$ cat src/hw/rtl/base64_stream_encoder_top_assert.svh
// assertion macros used by the encoder back end
// each macro expects clk and rst to be visible where it is used
`ifndef BASE64_STREAM_ENCODER_TOP_ASSERT_SVH
`define BASE64_STREAM_ENCODER_TOP_ASSERT_SVH

// same-cycle implication
`define B64E_ASSERT_IMP(lbl, ante, cons, msg) \
  lbl: assert property (@(posedge clk) disable iff (rst) (ante) |-> (cons)) else $error(msg);

// next-cycle implication
`define B64E_ASSERT_NXT(lbl, ante, cons, msg) \
  lbl: assert property (@(posedge clk) disable iff (rst) (ante) |=> (cons)) else $error(msg);

`endif

$ cat src/hw/rtl/b64enc_pkg.sv
// types, constants and the sextet alphabet for the base64 encoder
// no dependencies
`timescale 1ns / 1ps
`default_nettype none

package b64enc_pkg;

  localparam int unsigned JobChars = 4;
  localparam int unsigned QueueDepth = 2;
  localparam logic [6:0] PAD_CHAR = 7'h3D;
  localparam logic [6:0] PLUS_CHAR = 7'h2B;
  localparam logic [6:0] SLASH_CHAR = 7'h2F;

  typedef struct packed {
    logic [7:0] data_byte;
    logic       final_byte;
  } in_word_t;

  typedef struct packed {
    logic [6:0] out_char;
    logic       run_last;
    logic       message_end;
  } out_word_t;

  typedef struct packed {
    logic [JobChars-1:0][6:0] chars;
    logic [1:0]               last_idx;
    logic                     fin;
  } job_t;

  typedef enum logic [1:0] {
    PHASE_START = 2'd0,
    PHASE_ONE   = 2'd1,
    PHASE_TWO   = 2'd2
  } phase_t;

  function automatic logic [6:0] sextet_char(input logic [5:0] v);
    logic [6:0] ch;
    if (v < 6'd26) begin
      ch = 7'd65 + {1'b0, v};
    end else if (v < 6'd52) begin
      ch = 7'd71 + {1'b0, v};
    end else if (v < 6'd62) begin
      ch = {1'b0, v} - 7'd4;
    end else if (v == 6'd62) begin
      ch = PLUS_CHAR;
    end else begin
      ch = SLASH_CHAR;
    end
    return ch;
  endfunction

endpackage

`default_nettype wire

$ cat src/hw/rtl/b64enc_front.sv
// front end: accepts message bytes, tracks group phase and carry bits
// and builds one character job per byte; uses b64enc_pkg
`timescale 1ns / 1ps
`default_nettype none

module b64enc_front
  import b64enc_pkg::*;
(
  input  logic     clk,
  input  logic     rst,
  input  logic     take,
  input  in_word_t word,
  output job_t     job
);

  phase_t     phase, phase_next;
  logic [3:0] carry, carry_next;
  logic [7:0] b;
  logic       fin;

  assign b   = word.data_byte;
  assign fin = word.final_byte;

  always_ff @(posedge clk) begin
    if (rst) begin
      phase <= PHASE_START;
      carry <= 4'd0;
    end else if (take) begin
      phase <= phase_next;
      carry <= carry_next;
    end
  end

  // next state
  always_comb begin
    phase_next = PHASE_START;
    carry_next = 4'd0;
    if (!fin) begin
      case (phase)
        PHASE_ONE: begin
          phase_next = PHASE_TWO;
          carry_next = b[3:0];
        end
        PHASE_TWO: begin
          phase_next = PHASE_START;
          carry_next = 4'd0;
        end
        default: begin
          phase_next = PHASE_ONE;
          carry_next = {2'b00, b[1:0]};
        end
      endcase
    end
  end

  // job contents
  always_comb begin
    job.chars    = {JobChars{PAD_CHAR}};
    job.last_idx = 2'd0;
    job.fin      = fin;
    case (phase)
      PHASE_ONE: begin
        job.chars[0] = sextet_char({carry[1:0], b[7:4]});
        if (fin) begin
          job.chars[1] = sextet_char({b[3:0], 2'b00});
          job.last_idx = 2'd2;
        end
      end
      PHASE_TWO: begin
        job.chars[0] = sextet_char({carry, b[7:6]});
        job.chars[1] = sextet_char(b[5:0]);
        job.last_idx = 2'd1;
      end
      default: begin
        job.chars[0] = sextet_char(b[7:2]);
        if (fin) begin
          job.chars[1] = sextet_char({b[1:0], 4'b0000});
          job.last_idx = 2'd3;
        end
      end
    endcase
  end

endmodule

`default_nettype wire

$ cat src/hw/rtl/b64enc_queue.sv
// two-entry job queue between front and back ends
// uses b64enc_pkg
`timescale 1ns / 1ps
`default_nettype none

module b64enc_queue
  import b64enc_pkg::*;
(
  input  logic clk,
  input  logic rst,
  input  logic push,
  input  job_t push_job,
  input  logic pop,
  output logic full,
  output logic head_valid,
  output job_t head
);

  localparam int unsigned PtrW = $clog2(QueueDepth);
  localparam int unsigned CntW = $clog2(QueueDepth + 1);

  job_t            slots [QueueDepth];
  logic [PtrW-1:0] wr_ptr, rd_ptr;
  logic [CntW-1:0] count;

  assign full       = (count == CntW'(QueueDepth));
  assign head_valid = (count != '0);
  assign head       = slots[rd_ptr];

  always_ff @(posedge clk) begin
    if (push) begin
      slots[wr_ptr] <= push_job;
    end
  end

  always_ff @(posedge clk) begin
    if (rst) begin
      wr_ptr <= '0;
      rd_ptr <= '0;
      count  <= '0;
    end else begin
      if (push) begin
        wr_ptr <= (wr_ptr == PtrW'(QueueDepth - 1)) ? '0 : wr_ptr + 1'b1;
      end
      if (pop) begin
        rd_ptr <= (rd_ptr == PtrW'(QueueDepth - 1)) ? '0 : rd_ptr + 1'b1;
      end
      if (push && !pop) begin
        count <= count + 1'b1;
      end else if (pop && !push) begin
        count <= count - 1'b1;
      end
    end
  end

endmodule

`default_nettype wire

$ cat src/hw/rtl/b64enc_back.sv
// back end: walks the head job one character a cycle, unless the output is stalled, into the output register
// uses b64enc_pkg and the assertion macro header
`timescale 1ns / 1ps
`default_nettype none

`include "base64_stream_encoder_top_assert.svh"

module b64enc_back
  import b64enc_pkg::*;
(
  input  logic      clk,
  input  logic      rst,
  input  logic      head_valid,
  input  job_t      head,
  output logic      pop,
  output logic      valid,
  input  logic      stall,
  output out_word_t word
);

  logic [1:0] idx;
  logic       load;
  logic       at_last;

  assign load    = head_valid && (!valid || !stall);
  assign at_last = (idx == head.last_idx);
  assign pop     = load && at_last;

  always_ff @(posedge clk) begin
    if (rst) begin
      valid <= 1'b0;
      idx   <= 2'd0;
    end else if (load) begin
      valid <= 1'b1;
      idx   <= at_last ? 2'd0 : idx + 2'd1;
    end else if (!stall) begin
      valid <= 1'b0;
    end
  end

  always_ff @(posedge clk) begin
    if (load) begin
      word.out_char    <= head.chars[idx];
      word.run_last    <= at_last;
      word.message_end <= at_last && head.fin;
    end
  end

  `B64E_ASSERT_IMP(a_idx_in_job, head_valid, idx <= head.last_idx,
                   "character index beyond job end")
  `B64E_ASSERT_NXT(a_drain_empty, valid && !stall && !head_valid, !valid,
                   "output stayed valid with nothing to send")
  `B64E_ASSERT_NXT(a_run_last_match, load,
                   valid && (word.run_last == ($past(idx) == $past(head.last_idx))),
                   "run_last does not match job end")
  `B64E_ASSERT_IMP(a_end_is_last, valid && word.message_end, word.run_last,
                   "message end without run end")

endmodule

`default_nettype wire

$ cat src/hw/rtl/base64_stream_encoder_top.sv
// base64 stream encoder: one byte per word in, one character per word out
// a byte's job is written into the job queue, then its characters into the back-end output register
// throughput: one character per cycle while dst_stall is low, set by the back-end serialiser;
// one to four characters per byte
// reset clears group phase, carry bits, job queue and output valid
// depends on b64enc_pkg, b64enc_front, b64enc_queue, b64enc_back
`timescale 1ns / 1ps
`default_nettype none

module base64_stream_encoder_top
  import b64enc_pkg::*;
(
  input  logic      clk,
  input  logic      rst,
  input  logic      src_valid,
  output logic      src_stall,
  input  in_word_t  src_word,
  output logic      dst_valid,
  input  logic      dst_stall,
  output out_word_t dst_word
);

  logic take;
  logic full;
  logic head_valid;
  logic pop;
  job_t new_job;
  job_t head;

  assign src_stall = full;
  assign take      = src_valid && !full;

  b64enc_front u_front (
    .clk  (clk),
    .rst  (rst),
    .take (take),
    .word (src_word),
    .job  (new_job)
  );

  b64enc_queue u_queue (
    .clk        (clk),
    .rst        (rst),
    .push       (take),
    .push_job   (new_job),
    .pop        (pop),
    .full       (full),
    .head_valid (head_valid),
    .head       (head)
  );

  b64enc_back u_back (
    .clk        (clk),
    .rst        (rst),
    .head_valid (head_valid),
    .head       (head),
    .pop        (pop),
    .valid      (dst_valid),
    .stall      (dst_stall),
    .word       (dst_word)
  );

endmodule

`default_nettype wire

$ cat config.mk
export PLATFORM = sky130hd
export DESIGN_NAME = base64_stream_encoder_top
export DESIGN_NICKNAME = d
export VERILOG_FILES = /design/src/hw/rtl/b64enc_pkg.sv /design/src/hw/rtl/b64enc_front.sv /design/src/hw/rtl/b64enc_queue.sv /design/src/hw/rtl/b64enc_back.sv /design/src/hw/rtl/base64_stream_encoder_top.sv
export VERILOG_INCLUDE_DIRS = /design/src /design/src/hw/rtl
export SDC_FILE = /design/constraint.sdc
export NUM_CORES = 1
export LEC_CHECK = 0
export ABC_AREA = 1
export ABC_CLOCK_PERIOD_IN_PS = 3880
export CORE_UTILIZATION = 48
export CTS_CLUSTER_SIZE = 40
export DETAILED_ROUTE_END_ITERATION = 12
export DONT_BUFFER_PORTS = 1
export GPL_TIMING_DRIVEN = 0
export PLACE_DENSITY = 0.72
export SLEW_MARGIN = 0
export SYNTH_ARGS = -nofsm -noshare
export SYNTH_HDL_FRONTEND = slang
export SYNTH_SLANG_ARGS = --single-unit
$ cat constraint.sdc
create_clock -name clk -period 3.88 [get_ports clk]
set_input_delay 0.582 -clock clk [delete_from_list [all_inputs] [get_ports clk]]
set_output_delay 0.582 -clock clk [all_outputs]
set_load 0.05 [all_outputs]
==> report_table.html, run 1 <==
<table>
<tr><th>Metric</th><th>Value</th></tr>
<tr><th colspan="2">Pwr</th></tr>
<tr><td>Maximum resistive drop on vdd</td><td>around 0.00021 V</td></tr>
<tr><td>Leakage power figure</td><td>between 1.5 and 2 nW</td></tr>
<tr><td>Fraction of power consumed by combinational cells</td><td>0.358</td></tr>
<tr><td>Clock share of power</td><td>0.187</td></tr>
<tr><td>Switching portion of total power</td><td>0.430</td></tr>
<tr><td>Power per Cell Area</td><td>about 550 mW/mm²</td></tr>
<tr><td>Total net switching power</td><td>between 1 and 1.5 mW</td></tr>
<tr><td>Sequential share of power</td><td>0.455</td></tr>
<tr><td>Design internal power</td><td>1.45 mW</td></tr>
<tr><th colspan="2">STA</th></tr>
<tr><td>Worst slew pin tran</td><td>between 800 and 900 ps</td></tr>
<tr><td>Post-Route Skew</td><td>between 6 and 7 ps</td></tr>
<tr><td>Setup tns final</td><td>0 ps</td></tr>
<tr><td>Unrepaired setup endpoints after global routing</td><td>no</td></tr>
<tr><td>Worst slew margin</td><td>0.411</td></tr>
<tr><td>Fmax</td><td>between 0.4 and 0.5 GHz</td></tr>
<tr><td>Part of the cycle the worst path needs</td><td>0.586</td></tr>
<tr><td>Setup-violating endpoint count in the final report</td><td>0</td></tr>
<tr><td>Fin. Hold Viols</td><td>0</td></tr>
<tr><td>Post-layout min period</td><td>about 2300 ps</td></tr>
<tr><td>Total count of max-transition violations in the final report</td><td>0</td></tr>
<tr><th colspan="2">Routing</th></tr>
<tr><td>Post-route ant nets</td><td>0</td></tr>
<tr><td>Total via count after detailed routing</td><td>~4000</td></tr>
<tr><td>Vias per inst</td><td>about 5.7</td></tr>
<tr><td>1st-pass router iterations</td><td>5</td></tr>
<tr><td>Number of DRC violations after detailed-routing iteration 0</td><td>290</td></tr>
<tr><td>Post-DR wirelength/cell</td><td>about 15 µm</td></tr>
<tr><td>DRC violation count after routing</td><td>0</td></tr>
<tr><td>Routed WL</td><td>10700 µm</td></tr>
<tr><th colspan="2">Clock tree</th></tr>
<tr><td>Number of gates resized after cts</td><td>0</td></tr>
<tr><td>Clock Latency Late Sink</td><td>~330 ps</td></tr>
<tr><td>CTS Hold Bufs</td><td>0</td></tr>
<tr><td>Clock Tree Root</td><td>sky130_fd_sc_hd__clkbuf_8</td></tr>
<tr><td>Count of H-tree levels built during CTS</td><td>3</td></tr>
<tr><td>Clock transition at the registers of the reported paths</td><td>about 60 ps</td></tr>
<tr><td>Clock sink count</td><td>between 50 and 60</td></tr>
<tr><td>Clock tree buffer depth</td><td>2</td></tr>
<tr><td>CTS buffer count</td><td>9</td></tr>
<tr><td>Postcts setup bufs</td><td>0</td></tr>
<tr><td>Clock tree from TritonCTS</td><td>yes</td></tr>
<tr><th colspan="2">Run</th></tr>
<tr><td>Total of max-cap violations</td><td>0</td></tr>
<tr><th colspan="2">Synth</th></tr>
<tr><td>Post-synthesis async set-or-reset flop share</td><td>0</td></tr>
<tr><td>Synthesized area divided by synthesized cell count</td><td>approximately 7.4 µm²</td></tr>
<tr><td>Cell taking the most area after synthesis</td><td>sky130_fd_sc_hd__edfxtp_1</td></tr>
<tr><td>Count of flip-flops with a built-in enable after synthesis</td><td>43</td></tr>
<tr><td>Proportion of netlist area held by the largest area contributor</td><td>0.303</td></tr>
<tr><td>Commonest cells in the netlist</td><td>sky130_fd_sc_hd__nand2_1, sky130_fd_sc_hd__inv_1, sky130_fd_sc_hd__o21ai_0, sky130_fd_sc_hd__nor2_1, sky130_fd_sc_hd__edfxtp_1</td></tr>
<tr><td>Ys Warns</td><td>0</td></tr>
<tr><td>Synth cell types</td><td>37</td></tr>
<tr><td>Count of state elements after synthesis</td><td>57</td></tr>
<tr><td>Main synth FF type</td><td>sky130_fd_sc_hd__edfxtp_1</td></tr>
<tr><td>Cells after Synth</td><td>about 570</td></tr>
<tr><td>Top-count cell post-synth</td><td>sky130_fd_sc_hd__nand2_1</td></tr>
<tr><td>Cell area after technology mapping</td><td>0.00426 mm²</td></tr>
<tr><td>Post-synthesis net count</td><td>between 600 and 700</td></tr>
<tr><td>Cell types occupying the most area after synthesis</td><td>sky130_fd_sc_hd__edfxtp_1, sky130_fd_sc_hd__nand2_1, sky130_fd_sc_hd__ha_1</td></tr>
<tr><td>Sequential area share after synthesis</td><td>0.369</td></tr>
<tr><th colspan="2">Worst setup path</th></tr>
<tr><td>Critical path endpoint category</td><td>flip-flop</td></tr>
<tr><td>Critical Path Fanout Max</td><td>11</td></tr>
<tr><td>Required time at the endpoint of the critical path</td><td>between 3000 and 4000 ps</td></tr>
<tr><td>Category of the most critical setup path</td><td>input pin to flip-flop</td></tr>
<tr><td>Cell at the slowest stage of the critical path</td><td>sky130_fd_sc_hd__ha_1</td></tr>
<tr><td>Length in cells of the worst reg-to-reg path</td><td>13</td></tr>
<tr><td>Longest individual stage delay on the worst path</td><td>between 200 and 300 ps</td></tr>
<tr><td>Critical Path Source Type</td><td>input pin</td></tr>
<tr><td>Most common cell type on the critical path</td><td>sky130_fd_sc_hd__nand2_1</td></tr>
<tr><td>Series of cell instances along the critical path</td><td>buf_2 &gt; inv_4 &gt; ha_1 &gt; inv_1 &gt; nand2_1 &gt; inv_1 &gt; nand2_1 &gt; inv_1 &gt; nand3_1 &gt; nand3_1 &gt; nand2_1 &gt; a21oi_1 &gt; nand2_1</td></tr>
<tr><td>Data arrival time of the critical path</td><td>approximately 2300 ps</td></tr>
<tr><th colspan="2">Floorplan</th></tr>
<tr><td>Number of top-level pins</td><td>24</td></tr>
<tr><td>Placeable core region</td><td>between 0.008 and 0.009 mm²</td></tr>
<tr><td>Floorplan die height</td><td>96.2 µm</td></tr>
<tr><td>Die W</td><td>96.2 µm</td></tr>
<tr><td>Die Area</td><td>~0.0093 mm²</td></tr>
<tr><td>Starting utilization of the core area</td><td>0.491</td></tr>
<tr><td>Number of rows created at floorplan</td><td>34</td></tr>
<tr><th colspan="2">Final layout</th></tr>
<tr><td>Fraction of final layout cells with drive strength greater than 1</td><td>0.109</td></tr>
<tr><td>Area occupied by multi-input gates</td><td>roughly 0.0023 mm²</td></tr>
<tr><td>Area overhead of the layout relative to synthesis</td><td>7.37%</td></tr>
<tr><td>Area of all sequential standard cells</td><td>0.00157 mm²</td></tr>
<tr><td>Filler Cell Count</td><td>around 830</td></tr>
<tr><td>Number of diodes added for antenna fixing</td><td>0</td></tr>
<tr><td>Post-layout nets</td><td>roughly 630</td></tr>
<tr><td>Fin area</td><td>around 0.0046 mm²</td></tr>
<tr><th colspan="2">Global route</th></tr>
<tr><td>Number of global-route vias before repair</td><td>3755</td></tr>
<tr><td>Total gr overflow</td><td>0</td></tr>
<tr><td>Total global-route track usage</td><td>0.247</td></tr>
<tr><td>Met3 Resource Use GR</td><td>0.0316</td></tr>
<tr><td>First-pass GRT wire length</td><td>about 18000 µm</td></tr>
<tr><td>Largest net degree at the start of global routing</td><td>19</td></tr>
<tr><td>Routing usage on met1</td><td>0.309</td></tr>
<tr><td>Met2 Use GR</td><td>0.431</td></tr>
<tr><td>Number of antenna violations at the first check in global routing</td><td>0</td></tr>
<tr><td>Peak-usage layer in the global routing report</td><td>met2</td></tr>
<tr><th colspan="2">Placement</th></tr>
<tr><td>Final Wtd Congestion</td><td>just under 1</td></tr>
<tr><td>Placed Instance Area</td><td>0.00440 mm²</td></tr>
<tr><td>Post-detailed-placement half-perimeter wirelength</td><td>about 8100 µm</td></tr>
<tr><td>Number of buffer cells added on primary ports</td><td>0</td></tr>
<tr><th colspan="2">Outcome</th></tr>
<tr><td>Result of the run</td><td>completed</td></tr>
<tr><th colspan="2">Worst hold path</th></tr>
<tr><td>Type of the tightest min-delay check</td><td>input pin to flip-flop</td></tr>
<tr><td>Worst hold stages</td><td>0</td></tr>
</table>
[flip-flops by register name, summed over array words and instances, names as in the netlist, named ones only]
register        flops
u_queue.slots      34
u_back.word         9
u_front.carry       4
u_back.idx          2
u_front.phase       2
u_queue.count       2
u_back.valid        1
u_queue.rd_ptr      1
u_queue.wr_ptr      1
[cell families after synthesis]
group	after synthesis	share of synthesized area
DFF	57	0.369
AOI/OAI and AO/OA	124	0.163
buffers and inverters	90	0.0886
adders and majority gates	28	0.0822
xor gates and xnor gates	13	0.0267
and+or+nand+nor	261	0.270
[power by group through the flow]
stage          clock, mW  combinational, mW  sequential (mW)
2_1_floorplan          0              0.687             1.15
3_3_place_gp           0              0.862             1.16
3_5_place_dp           0              0.895             1.17
4_1_cts            0.481              0.898             1.16
5_1_grt            0.508               1.01             1.18
6_report           0.474              0.909             1.16
[critical path, delay by kind of cell]
kind / cells / cell delay (ps)
buffers and inverters: 5 / 700
AOI/OAI and AO/OA: 1 / 130
adders and majority gates: 1 / 250
and+or+nand+nor: 6 / 680
[worst paths after layout]
check                          to             start  slack, ps
max          u_queue.slots[1][15]       src_word[3]       1610
min           u_queue.slots[0][0]       src_word[0]        340
max reg2reg   u_queue.slots[0][8]  u_front.carry[0]       1710
min reg2reg        u_queue.rd_ptr    u_queue.rd_ptr        500
[metrics by stage]
step | hold slack (ps) | cells | power [mW] | worst slack, ps | util
finish | 342 | 697 | 2.54 | 1610 | 0.527
detailed placement | 484 | 681 | 2.06 | 1330 | 0.507
global placement | 467 | 681 | 2.02 | 1400 | 0.507
CTS | 336 | 697 | 2.54 | 1600 | 0.527
global route | 332 | 697 | 2.70 | 1400 | 0.527
floorplan | 461 | 573 | 1.84 | 1760 | -
[layer usage]
layer | part of all wire | vias to the layer above | routed length (µm)
li1 | - | 1958 | -
met1 | 0.43 | 1827 | 4610
met2 | 0.49 | 150 | 5190
met3 | 0.059 | 29 | 632
met4 | 0.021 | 0 | 224
met5 | 0 | - | 0
[final cells by class]
class                           count  share of cell area
Tap cell                          108              0.0295
Clock buffer                       13              0.0347
Inverter                           74              0.0623
Multi-Input combinational cell    426               0.507
Sequential cell                    57               0.343
Buffer                             16              0.0202
Clock inverter                      3             0.00328
[cells in the final DEF, fill, tap and decap left out, types with 3 or more instances in the layout]
| cell | instances |
|---|---|
| sky130_fd_sc_hd__inv_1 | 54 |
| sky130_fd_sc_hd__xnor2_1 | 3 |
| sky130_fd_sc_hd__edfxtp_1 | 43 |
| sky130_fd_sc_hd__nor3_1 | 7 |
| sky130_fd_sc_hd__buf_2 | 5 |
| sky130_fd_sc_hd__o21ai_0 | 54 |
| sky130_fd_sc_hd__nor2_1 | 51 |
| sky130_fd_sc_hd__inv_2 | 15 |
| sky130_fd_sc_hd__xor2_1 | 10 |
| sky130_fd_sc_hd__a211oi_1 | 4 |
| sky130_fd_sc_hd__o221ai_1 | 5 |
| sky130_fd_sc_hd__nor2_4 | 5 |
| sky130_fd_sc_hd__nor2_2 | 5 |
| sky130_fd_sc_hd__o31ai_1 | 3 |
| sky130_fd_sc_hd__a21oi_1 | 35 |
| sky130_fd_sc_hd__nand2_2 | 4 |
| sky130_fd_sc_hd__nand3_1 | 42 |
| sky130_fd_sc_hd__ha_1 | 28 |
| sky130_fd_sc_hd__dfxtp_1 | 14 |
| sky130_fd_sc_hd__nand3_2 | 5 |
| sky130_fd_sc_hd__clkbuf_1 | 7 |
| sky130_fd_sc_hd__inv_4 | 3 |
| sky130_fd_sc_hd__o21ai_1 | 6 |
| sky130_fd_sc_hd__clkbuf_8 | 11 |
| sky130_fd_sc_hd__buf_4 | 5 |
| sky130_fd_sc_hd__nand4_1 | 7 |
| sky130_fd_sc_hd__nand2_1 | 133 |
| sky130_fd_sc_hd__o211ai_1 | 9 |
| sky130_fd_sc_hd__clkinv_2 | 3 |
(Power assumes the default switching activity.)
==> run 2: changes to the inputs <==
--- a/config.mk
+++ b/config.mk
@@ -7,13 +7,13 @@
 export NUM_CORES = 1
 export LEC_CHECK = 0
 export ABC_AREA = 1
-export ABC_CLOCK_PERIOD_IN_PS = 3880
+export ABC_CLOCK_PERIOD_IN_PS = 2050
 export CORE_UTILIZATION = 48
 export CTS_CLUSTER_SIZE = 40
 export DETAILED_ROUTE_END_ITERATION = 12
 export DONT_BUFFER_PORTS = 1
 export GPL_TIMING_DRIVEN = 0
-export PLACE_DENSITY = 0.72
+export PLACE_DENSITY = 0.74
 export SLEW_MARGIN = 0
 export SYNTH_ARGS = -nofsm -noshare
 export SYNTH_HDL_FRONTEND = slang
==> constraint.sdc (replaced) <==
create_clock -name clk -period 2.05 [get_ports clk]
set_input_delay 0.3075 -clock clk [delete_from_list [all_inputs] [get_ports clk]]
set_output_delay 0.3075 -clock clk [all_outputs]
set_load 0.05 [all_outputs]
==> report_table.html, run 2 (same netlist as run 1, synthesis figures left out) <==
<table>
<tr><th>Metric</th><th>Value</th></tr>
<tr><th colspan="2">STA</th></tr>
<tr><td>Final worst-path setup slack</td><td>around 110 ps</td></tr>
<tr><td>Fin. Hold Viols</td><td>0</td></tr>
<tr><td>Unrepaired setup endpoints after global routing</td><td>yes</td></tr>
<tr><td>Setup-violating endpoint count in the final report</td><td>0</td></tr>
<tr><td>Worst slew pin tran</td><td>873 ps</td></tr>
<tr><td>Post-Route Skew</td><td>around 9 ps</td></tr>
<tr><td>Part of the cycle the worst path needs</td><td>0.946</td></tr>
<tr><td>Total count of max-transition violations in the final report</td><td>0</td></tr>
<tr><td>Post-layout min period</td><td>1940 ps</td></tr>
<tr><td>Setup tns final</td><td>0 ps</td></tr>
<tr><td>Fmax</td><td>0.515 GHz</td></tr>
<tr><td>Worst slew margin</td><td>0.416</td></tr>
<tr><td>Worst hold slack across all endpoints</td><td>67.8 ps</td></tr>
<tr><th colspan="2">Pwr</th></tr>
<tr><td>Power per Cell Area</td><td>around 1100 mW/mm²</td></tr>
<tr><td>Design Power</td><td>approximately 5.3 mW</td></tr>
<tr><td>Maximum resistive drop on vdd</td><td>about 0.00058 V</td></tr>
<tr><td>Leakage power figure</td><td>~2 nW</td></tr>
<tr><th colspan="2">Clock tree</th></tr>
<tr><td>Clock tree buffer depth</td><td>2</td></tr>
<tr><td>Clock tree from TritonCTS</td><td>yes</td></tr>
<tr><td>Clock sink count</td><td>between 50 and 60</td></tr>
<tr><td>Count of H-tree levels built during CTS</td><td>3</td></tr>
<tr><td>Clock transition at the registers of the reported paths</td><td>approximately 60 ps</td></tr>
<tr><td>Clock Tree Root</td><td>sky130_fd_sc_hd__clkbuf_8</td></tr>
<tr><td>CTS buffer count</td><td>9</td></tr>
<tr><td>Clock Latency Late Sink</td><td>around 340 ps</td></tr>
<tr><td>CTS Hold Bufs</td><td>0</td></tr>
<tr><th colspan="2">Worst setup path</th></tr>
<tr><td>Longest individual stage delay on the worst path</td><td>310 ps</td></tr>
<tr><td>Cell at the slowest stage of the critical path</td><td>sky130_fd_sc_hd__dfxtp_1</td></tr>
<tr><td>FF-to-FF setup slack</td><td>around 110 ps</td></tr>
<tr><td>Series of cell instances along the critical path</td><td>buf_6 &gt; inv_4 &gt; nand2_1 &gt; nand2_2 &gt; xor2_2 &gt; nand2_2 &gt; nor2_4 &gt; inv_1 &gt; ha_1 &gt; a21oi_1 &gt; o21ai_1 &gt; o21ai_1 &gt; a21oi_1</td></tr>
<tr><td>Category of the most critical setup path</td><td>flip-flop to flip-flop</td></tr>
<tr><td>Critical path endpoint category</td><td>flip-flop</td></tr>
<tr><td>Data arrival time of the critical path</td><td>about 2200 ps</td></tr>
<tr><td>Critical Path Source Type</td><td>flip-flop</td></tr>
<tr><td>Critical Path Fanout Max</td><td>9</td></tr>
<tr><td>Length in cells of the worst reg-to-reg path</td><td>13</td></tr>
<tr><td>Terminus of the critical flop-to-flop path</td><td>u_queue.count[1]</td></tr>
<tr><td>Required time at the endpoint of the critical path</td><td>approximately 2300 ps</td></tr>
<tr><th colspan="2">Placement</th></tr>
<tr><td>Placed Instances</td><td>between 600 and 700</td></tr>
<tr><td>Final Wtd Congestion</td><td>around 0.95</td></tr>
<tr><td>Setup Slack @ Placement</td><td>-172 ps</td></tr>
<tr><td>Placed Instance Area</td><td>0.00441 mm²</td></tr>
<tr><td>Number of buffer cells added on primary ports</td><td>0</td></tr>
<tr><td>Post-detailed-placement half-perimeter wirelength</td><td>approximately 8000 µm</td></tr>
<tr><th colspan="2">Floorplan</th></tr>
<tr><td>Number of top-level pins</td><td>24</td></tr>
<tr><td>Placeable core region</td><td>~0.0087 mm²</td></tr>
<tr><td>Die W</td><td>96.2 µm</td></tr>
<tr><td>Starting utilization of the core area</td><td>0.491</td></tr>
<tr><td>Die Area</td><td>about 0.0093 mm²</td></tr>
<tr><td>Floorplan die height</td><td>96.2 µm</td></tr>
<tr><td>Number of rows created at floorplan</td><td>34</td></tr>
<tr><th colspan="2">Final layout</th></tr>
<tr><td>Registers with the highest flip-flop counts</td><td>u_queue.slots: 34 flops, u_back.word: 9 flops, u_front.carry: 4 flops</td></tr>
<tr><td>Fraction of final layout cells with drive strength greater than 1</td><td>0.135</td></tr>
<tr><td>Highest-count cells in the layout ignoring fill and taps</td><td>sky130_fd_sc_hd__nand2_1, sky130_fd_sc_hd__inv_1, sky130_fd_sc_hd__nor2_1, sky130_fd_sc_hd__o21ai_0, sky130_fd_sc_hd__edfxtp_1</td></tr>
<tr><td>Post-layout nets</td><td>around 630</td></tr>
<tr><td>Area overhead of the layout relative to synthesis</td><td>11.2%</td></tr>
<tr><td>Fin area</td><td>about 0.0047 mm²</td></tr>
<tr><td>Count of non-filler cells in the finished layout</td><td>around 700</td></tr>
<tr><td>Flip-flop count of the largest register after layout</td><td>34</td></tr>
<tr><td>Finished Core Util</td><td>0.546</td></tr>
<tr><td>Register with the most flip-flops</td><td>u_queue.slots</td></tr>
<tr><td>Most common cell after layout, fill and taps aside</td><td>sky130_fd_sc_hd__nand2_1</td></tr>
<tr><td>Number of diodes added for antenna fixing</td><td>0</td></tr>
<tr><th colspan="2">Global route</th></tr>
<tr><td>Total gr overflow</td><td>0</td></tr>
<tr><td>Largest net degree at the start of global routing</td><td>18</td></tr>
<tr><td>Number of antenna violations at the first check in global routing</td><td>0</td></tr>
<tr><td>Total global-route track usage</td><td>0.251</td></tr>
<tr><td>First-pass GRT wire length</td><td>17600 µm</td></tr>
<tr><td>Number of global-route vias before repair</td><td>between 3000 and 4000</td></tr>
<tr><th colspan="2">Run</th></tr>
<tr><td>Total of max-cap violations</td><td>0</td></tr>
<tr><th colspan="2">Worst hold path</th></tr>
<tr><td>Hold wc startpoint</td><td>src_word[0]</td></tr>
<tr><td>Worst hold stages</td><td>0</td></tr>
<tr><td>Type of the tightest min-delay check</td><td>input pin to flip-flop</td></tr>
<tr><td>Endpoint with the worst hold slack</td><td>u_queue.slots[0][0]</td></tr>
<tr><th colspan="2">Routing</th></tr>
<tr><td>DRC violation count after routing</td><td>0</td></tr>
<tr><td>Post-route ant nets</td><td>0</td></tr>
<tr><td>Post-DR wirelength/cell</td><td>between 15 and 20 µm</td></tr>
<tr><td>Vias per inst</td><td>roughly 5.7</td></tr>
<tr><td>Routed WL</td><td>about 11000 µm</td></tr>
<tr><td>1st-pass router iterations</td><td>5</td></tr>
<tr><td>Total via count after detailed routing</td><td>between 3000 and 4000</td></tr>
<tr><td>Number of DRC violations after detailed-routing iteration 0</td><td>~350</td></tr>
<tr><th colspan="2">Outcome</th></tr>
<tr><td>Result of the run</td><td>completed</td></tr>
</table>
[run 2: per-layer routing]
metal	up-vias	track usage	routed length [µm]
met5	-	0	0
met4	0	0.0908	246
met3	25	0.0474	736
met2	162	0.443	5280
met1	1844	0.302	4480
li1	1958	-	-
[run 2: critical path: cells and delay by family (launching register included)]
family,cells,cell delay [ps]
AOI/OAI and AO/OA,4,370
xor gates and xnor gates,1,170
adders and majority gates,1,300
buffers and inverters,3,290
DFF,1,310
and+or+nand+nor,4,380
[run 2: layout make-up]
class,count,area (µm²)
Fill cell,848,3940
Multi-Input combinational cell,426,2360
Sequential cell,57,1580
Inverter,74,292
Clock buffer,14,226
Tap cell,108,135
Buffer,16,96.3
Clock inverter,2,35.0
Timing Repair Buffer,2,18.8
[run 2: worst max-delay path by stage]
stage / start / to / slack (ps) / depth (start not counted)
6_report: flip-flop / u_queue.count[1] / 110 / 13
4_1_cts: u_front.carry[0] / u_queue.slots[1][8] / 0.6 / 13
5_1_grt: flip-flop / u_queue.count[1] / -90 / 13
3_3_place_gp: u_queue.count[1] / u_queue.slots[1][15] / -220 / 4
3_5_place_dp: src_word[3] / u_queue.slots[1][15] / -170 / 13
2_1_floorplan: src_word[1] / u_queue.slots[0][16] / 200 / 15
[run 2: repair_timing]
item                                    4_1_cts  5_1_grt
pin swaps                                     1        0
endpoints found under the setup margin       26       24
setup buffers                                 1        0
resized for setup                             4       18
[run 2: power by group]
group | switching [mW] | total [mW] | internal [mW]
Sequential | 0.494 | 2.20 | 1.71
Clock | 0.434 | 1.28 | 0.847
Combinational | 1.21 | 1.79 | 0.583
Total | 2.14 | 5.28 | 3.14
==> run 3: changes to the inputs <==
==> constraint.sdc (replaced) <==
create_clock -name clk -period 2.05 [get_ports clk]
set_input_delay 0 -clock clk [delete_from_list [all_inputs] [get_ports clk]]
set_output_delay 0 -clock clk [all_outputs]
set_load 0.05 [all_outputs]
==> report_table.html, run 3 (same netlist as run 1, synthesis figures left out) <==
<table>
<tr><th>Metric</th><th>Value</th></tr>
<tr><th colspan="2">Outcome</th></tr>
<tr><td>Result of the run</td><td>completed</td></tr>
<tr><th colspan="2">Routing</th></tr>
<tr><td>Routed WL</td><td>about 11000 µm</td></tr>
<tr><td>Vias per inst</td><td>5.73</td></tr>
<tr><td>Number of DRC violations after detailed-routing iteration 0</td><td>383</td></tr>
<tr><td>1st-pass router iterations</td><td>5</td></tr>
<tr><td>DRC violation count after routing</td><td>0</td></tr>
<tr><td>Post-route ant nets</td><td>0</td></tr>
<tr><td>Post-DR wirelength/cell</td><td>15.4 µm</td></tr>
<tr><td>Total via count after detailed routing</td><td>approximately 4000</td></tr>
<tr><th colspan="2">Clock tree</th></tr>
<tr><td>Clock sink count</td><td>57</td></tr>
<tr><td>CTS buffer count</td><td>9</td></tr>
<tr><td>Count of H-tree levels built during CTS</td><td>3</td></tr>
<tr><td>Clock transition at the registers of the reported paths</td><td>around 60 ps</td></tr>
<tr><td>Clock tree buffer depth</td><td>2</td></tr>
<tr><td>Clock Tree Root</td><td>sky130_fd_sc_hd__clkbuf_8</td></tr>
<tr><td>Clock Latency Late Sink</td><td>roughly 340 ps</td></tr>
<tr><td>Clock tree from TritonCTS</td><td>yes</td></tr>
<tr><th colspan="2">Global route</th></tr>
<tr><td>Total gr overflow</td><td>0</td></tr>
<tr><td>Peak-usage layer in the global routing report</td><td>met2</td></tr>
<tr><td>Number of global-route vias before repair</td><td>around 3800</td></tr>
<tr><td>Met3 Resource Use GR</td><td>0.0474</td></tr>
<tr><td>Total global-route track usage</td><td>0.252</td></tr>
<tr><td>Routing usage on met1</td><td>0.305</td></tr>
<tr><td>First-pass GRT wire length</td><td>around 18000 µm</td></tr>
<tr><td>Largest net degree at the start of global routing</td><td>18</td></tr>
<tr><td>Met2 Use GR</td><td>0.442</td></tr>
<tr><td>Number of antenna violations at the first check in global routing</td><td>0</td></tr>
<tr><th colspan="2">Pwr</th></tr>
<tr><td>Design Power</td><td>between 5 and 6 mW</td></tr>
<tr><td>Maximum resistive drop on vdd</td><td>~0.00058 V</td></tr>
<tr><td>Leakage power figure</td><td>between 2 and 2.5 nW</td></tr>
<tr><td>Power per Cell Area</td><td>~1100 mW/mm²</td></tr>
<tr><th colspan="2">Worst setup path</th></tr>
<tr><td>Crit path to</td><td>u_queue.count[1]</td></tr>
<tr><td>Critical Path Fanout Max</td><td>9</td></tr>
<tr><td>Length in cells of the worst reg-to-reg path</td><td>13</td></tr>
<tr><td>Series of cell instances along the critical path</td><td>buf_6 &gt; inv_4 &gt; nand2_1 &gt; nand2_2 &gt; xor2_2 &gt; nand2_2 &gt; nor2_4 &gt; inv_1 &gt; ha_1 &gt; a21oi_1 &gt; o21ai_1 &gt; o21ai_1 &gt; a21oi_1</td></tr>
<tr><td>Critical Path Stages</td><td>13</td></tr>
<tr><td>Terminus of the critical flop-to-flop path</td><td>u_queue.count[1]</td></tr>
<tr><td>Category of the most critical setup path</td><td>flip-flop to flip-flop</td></tr>
<tr><td>FF-to-FF setup slack</td><td>~110 ps</td></tr>
<tr><td>Buffering stage count on the worst path with inverters included</td><td>3</td></tr>
<tr><td>Cell at the slowest stage of the critical path</td><td>sky130_fd_sc_hd__dfxtp_1</td></tr>
<tr><td>Required time at the endpoint of the critical path</td><td>2270 ps</td></tr>
<tr><td>Data arrival time of the critical path</td><td>2160 ps</td></tr>
<tr><td>Critical Path Source Type</td><td>flip-flop</td></tr>
<tr><td>Dominant delay contributor by cell family on the critical path</td><td>simple AND/OR/NAND/NOR gates</td></tr>
<tr><td>Critical path endpoint category</td><td>flip-flop</td></tr>
<tr><td>Longest individual stage delay on the worst path</td><td>310 ps</td></tr>
<tr><th colspan="2">STA</th></tr>
<tr><td>Part of the cycle the worst path needs</td><td>0.946</td></tr>
<tr><td>Worst slew margin</td><td>0.416</td></tr>
<tr><td>Final worst-path setup slack</td><td>approximately 110 ps</td></tr>
<tr><td>Setup-violating endpoint count in the final report</td><td>0</td></tr>
<tr><td>Unrepaired setup endpoints after global routing</td><td>yes</td></tr>
<tr><td>Setup tns final</td><td>0 ps</td></tr>
<tr><td>Post-layout min period</td><td>about 1900 ps</td></tr>
<tr><td>Worst hold slack across all endpoints</td><td>between 40 and 50 ps</td></tr>
<tr><td>Fmax</td><td>0.515 GHz</td></tr>
<tr><td>Fin. Hold Viols</td><td>0</td></tr>
<tr><td>Post-Route Skew</td><td>around 9.9 ps</td></tr>
<tr><td>Total count of max-transition violations in the final report</td><td>0</td></tr>
<tr><td>Worst slew pin tran</td><td>about 870 ps</td></tr>
<tr><th colspan="2">Final layout</th></tr>
<tr><td>Highest-count cells in the layout ignoring fill and taps</td><td>sky130_fd_sc_hd__nand2_1, sky130_fd_sc_hd__inv_1, sky130_fd_sc_hd__nor2_1, sky130_fd_sc_hd__o21ai_0, sky130_fd_sc_hd__edfxtp_1</td></tr>
<tr><td>Register with the most flip-flops</td><td>u_queue.slots</td></tr>
<tr><td>Most common cell after layout, fill and taps aside</td><td>sky130_fd_sc_hd__nand2_1</td></tr>
<tr><td>Finished Core Util</td><td>0.549</td></tr>
<tr><td>Registers with the highest flip-flop counts</td><td>u_queue.slots: 34 flops, u_back.word: 9 flops, u_front.carry: 4 flops</td></tr>
<tr><td>Post-layout nets</td><td>630</td></tr>
<tr><td>Number of diodes added for antenna fixing</td><td>0</td></tr>
<tr><td>Fin area</td><td>0.00476 mm²</td></tr>
<tr><td>Area of all sequential standard cells</td><td>0.00157 mm²</td></tr>
<tr><td>Area overhead of the layout relative to synthesis</td><td>11.8%</td></tr>
<tr><td>Flip-flop count of the largest register after layout</td><td>34</td></tr>
<tr><td>Fraction of final layout cells with drive strength greater than 1</td><td>0.130</td></tr>
<tr><td>Filler Cell Count</td><td>847</td></tr>
<tr><td>Count of non-filler cells in the finished layout</td><td>roughly 700</td></tr>
<tr><td>Area occupied by multi-input gates</td><td>roughly 0.0024 mm²</td></tr>
<tr><th colspan="2">Floorplan</th></tr>
<tr><td>Number of top-level pins</td><td>24</td></tr>
<tr><td>Die Area</td><td>0.00926 mm²</td></tr>
<tr><td>Starting utilization of the core area</td><td>0.491</td></tr>
<tr><td>Number of rows created at floorplan</td><td>34</td></tr>
<tr><td>Placeable core region</td><td>between 0.008 and 0.009 mm²</td></tr>
<tr><td>Die W</td><td>between 90 and 100 µm</td></tr>
<tr><td>Floorplan die height</td><td>just under 100 µm</td></tr>
<tr><th colspan="2">Worst hold path</th></tr>
<tr><td>Hold wc startpoint</td><td>src_valid</td></tr>
<tr><td>Worst hold stages</td><td>3</td></tr>
<tr><td>Type of the tightest min-delay check</td><td>input pin to flip-flop</td></tr>
<tr><th colspan="2">Placement</th></tr>
<tr><td>Post-detailed-placement half-perimeter wirelength</td><td>8010 µm</td></tr>
<tr><td>Placed Instance Area</td><td>roughly 0.0044 mm²</td></tr>
<tr><td>Number of buffer cells added on primary ports</td><td>0</td></tr>
<tr><td>Final Wtd Congestion</td><td>0.951</td></tr>
<tr><td>Setup Slack @ Placement</td><td>-125 ps</td></tr>
<tr><td>Placed Instances</td><td>just under 700</td></tr>
<tr><th colspan="2">Run</th></tr>
<tr><td>Total of max-cap violations</td><td>0</td></tr>
</table>
## run 3: how the worst min path moves through the flow
| stage | slack, ps | endpoint |
|---|---|---|
| floorplan | 100 | u_queue.slots[0][0] |
| global placement | 100 | u_queue.slots[1][0] |
| detailed placement | 100 | u_queue.slots[1][0] |
| CTS | 30 | u_front.carry[3] |
| global route | 50 | u_front.carry[3] |
| finish | 50 | u_front.carry[3] |
## run 3: cell type report
| class | instances | area share |
|---|---|---|
| clock inverters | 2 | 0.00735 |
| well taps | 108 | 0.0284 |
| flip-flops and latches | 57 | 0.330 |
| inverters | 74 | 0.0612 |
| repair buffers | 5 | 0.0102 |
| multi-input cells | 426 | 0.495 |
| clock buffers | 14 | 0.0475 |
| plain buffers | 16 | 0.0202 |
## run 3: worst reg2reg max path, cell delays in order, from the launching register on
cell and delay, ps:
sky130_fd_sc_hd__dfxtp_1 310, sky130_fd_sc_hd__buf_6 130, sky130_fd_sc_hd__inv_4 90, sky130_fd_sc_hd__nand2_1 80
sky130_fd_sc_hd__nand2_2 90, sky130_fd_sc_hd__xor2_2 180, sky130_fd_sc_hd__nand2_2 100, sky130_fd_sc_hd__nor2_4 110
sky130_fd_sc_hd__inv_1 70, sky130_fd_sc_hd__ha_1 300, sky130_fd_sc_hd__a21oi_1 120, sky130_fd_sc_hd__o21ai_1 90
sky130_fd_sc_hd__o21ai_1 120, sky130_fd_sc_hd__a21oi_1 50
## run 3: timing repair
item / CTS / global route
endpoints found under the hold margin: 6 / 0
gates resized for setup: 4 / 15
hold buffers: 3 / 0
endpoints found under the setup margin: 26 / 19
setup buffers: 1 / 0
pin swaps: 1 / 0
## run 3: where the power goes
| part | total, mW | switching (mW) | internal (mW) |
|---|---|---|---|
| Sequential | 2.20 | 0.494 | 1.71 |
| Combinational | 1.80 | 1.21 | 0.585 |
| Clock | 1.27 | 0.427 | 0.847 |
| Total | 5.27 | 2.14 | 3.14 |
## run 3: routing by layer
layer,wire length [µm],vias to the layer above
met3,766,24
met4,216,0
met2,5260,183
met5,0,-
li1,-,1966
met1,4540,1847
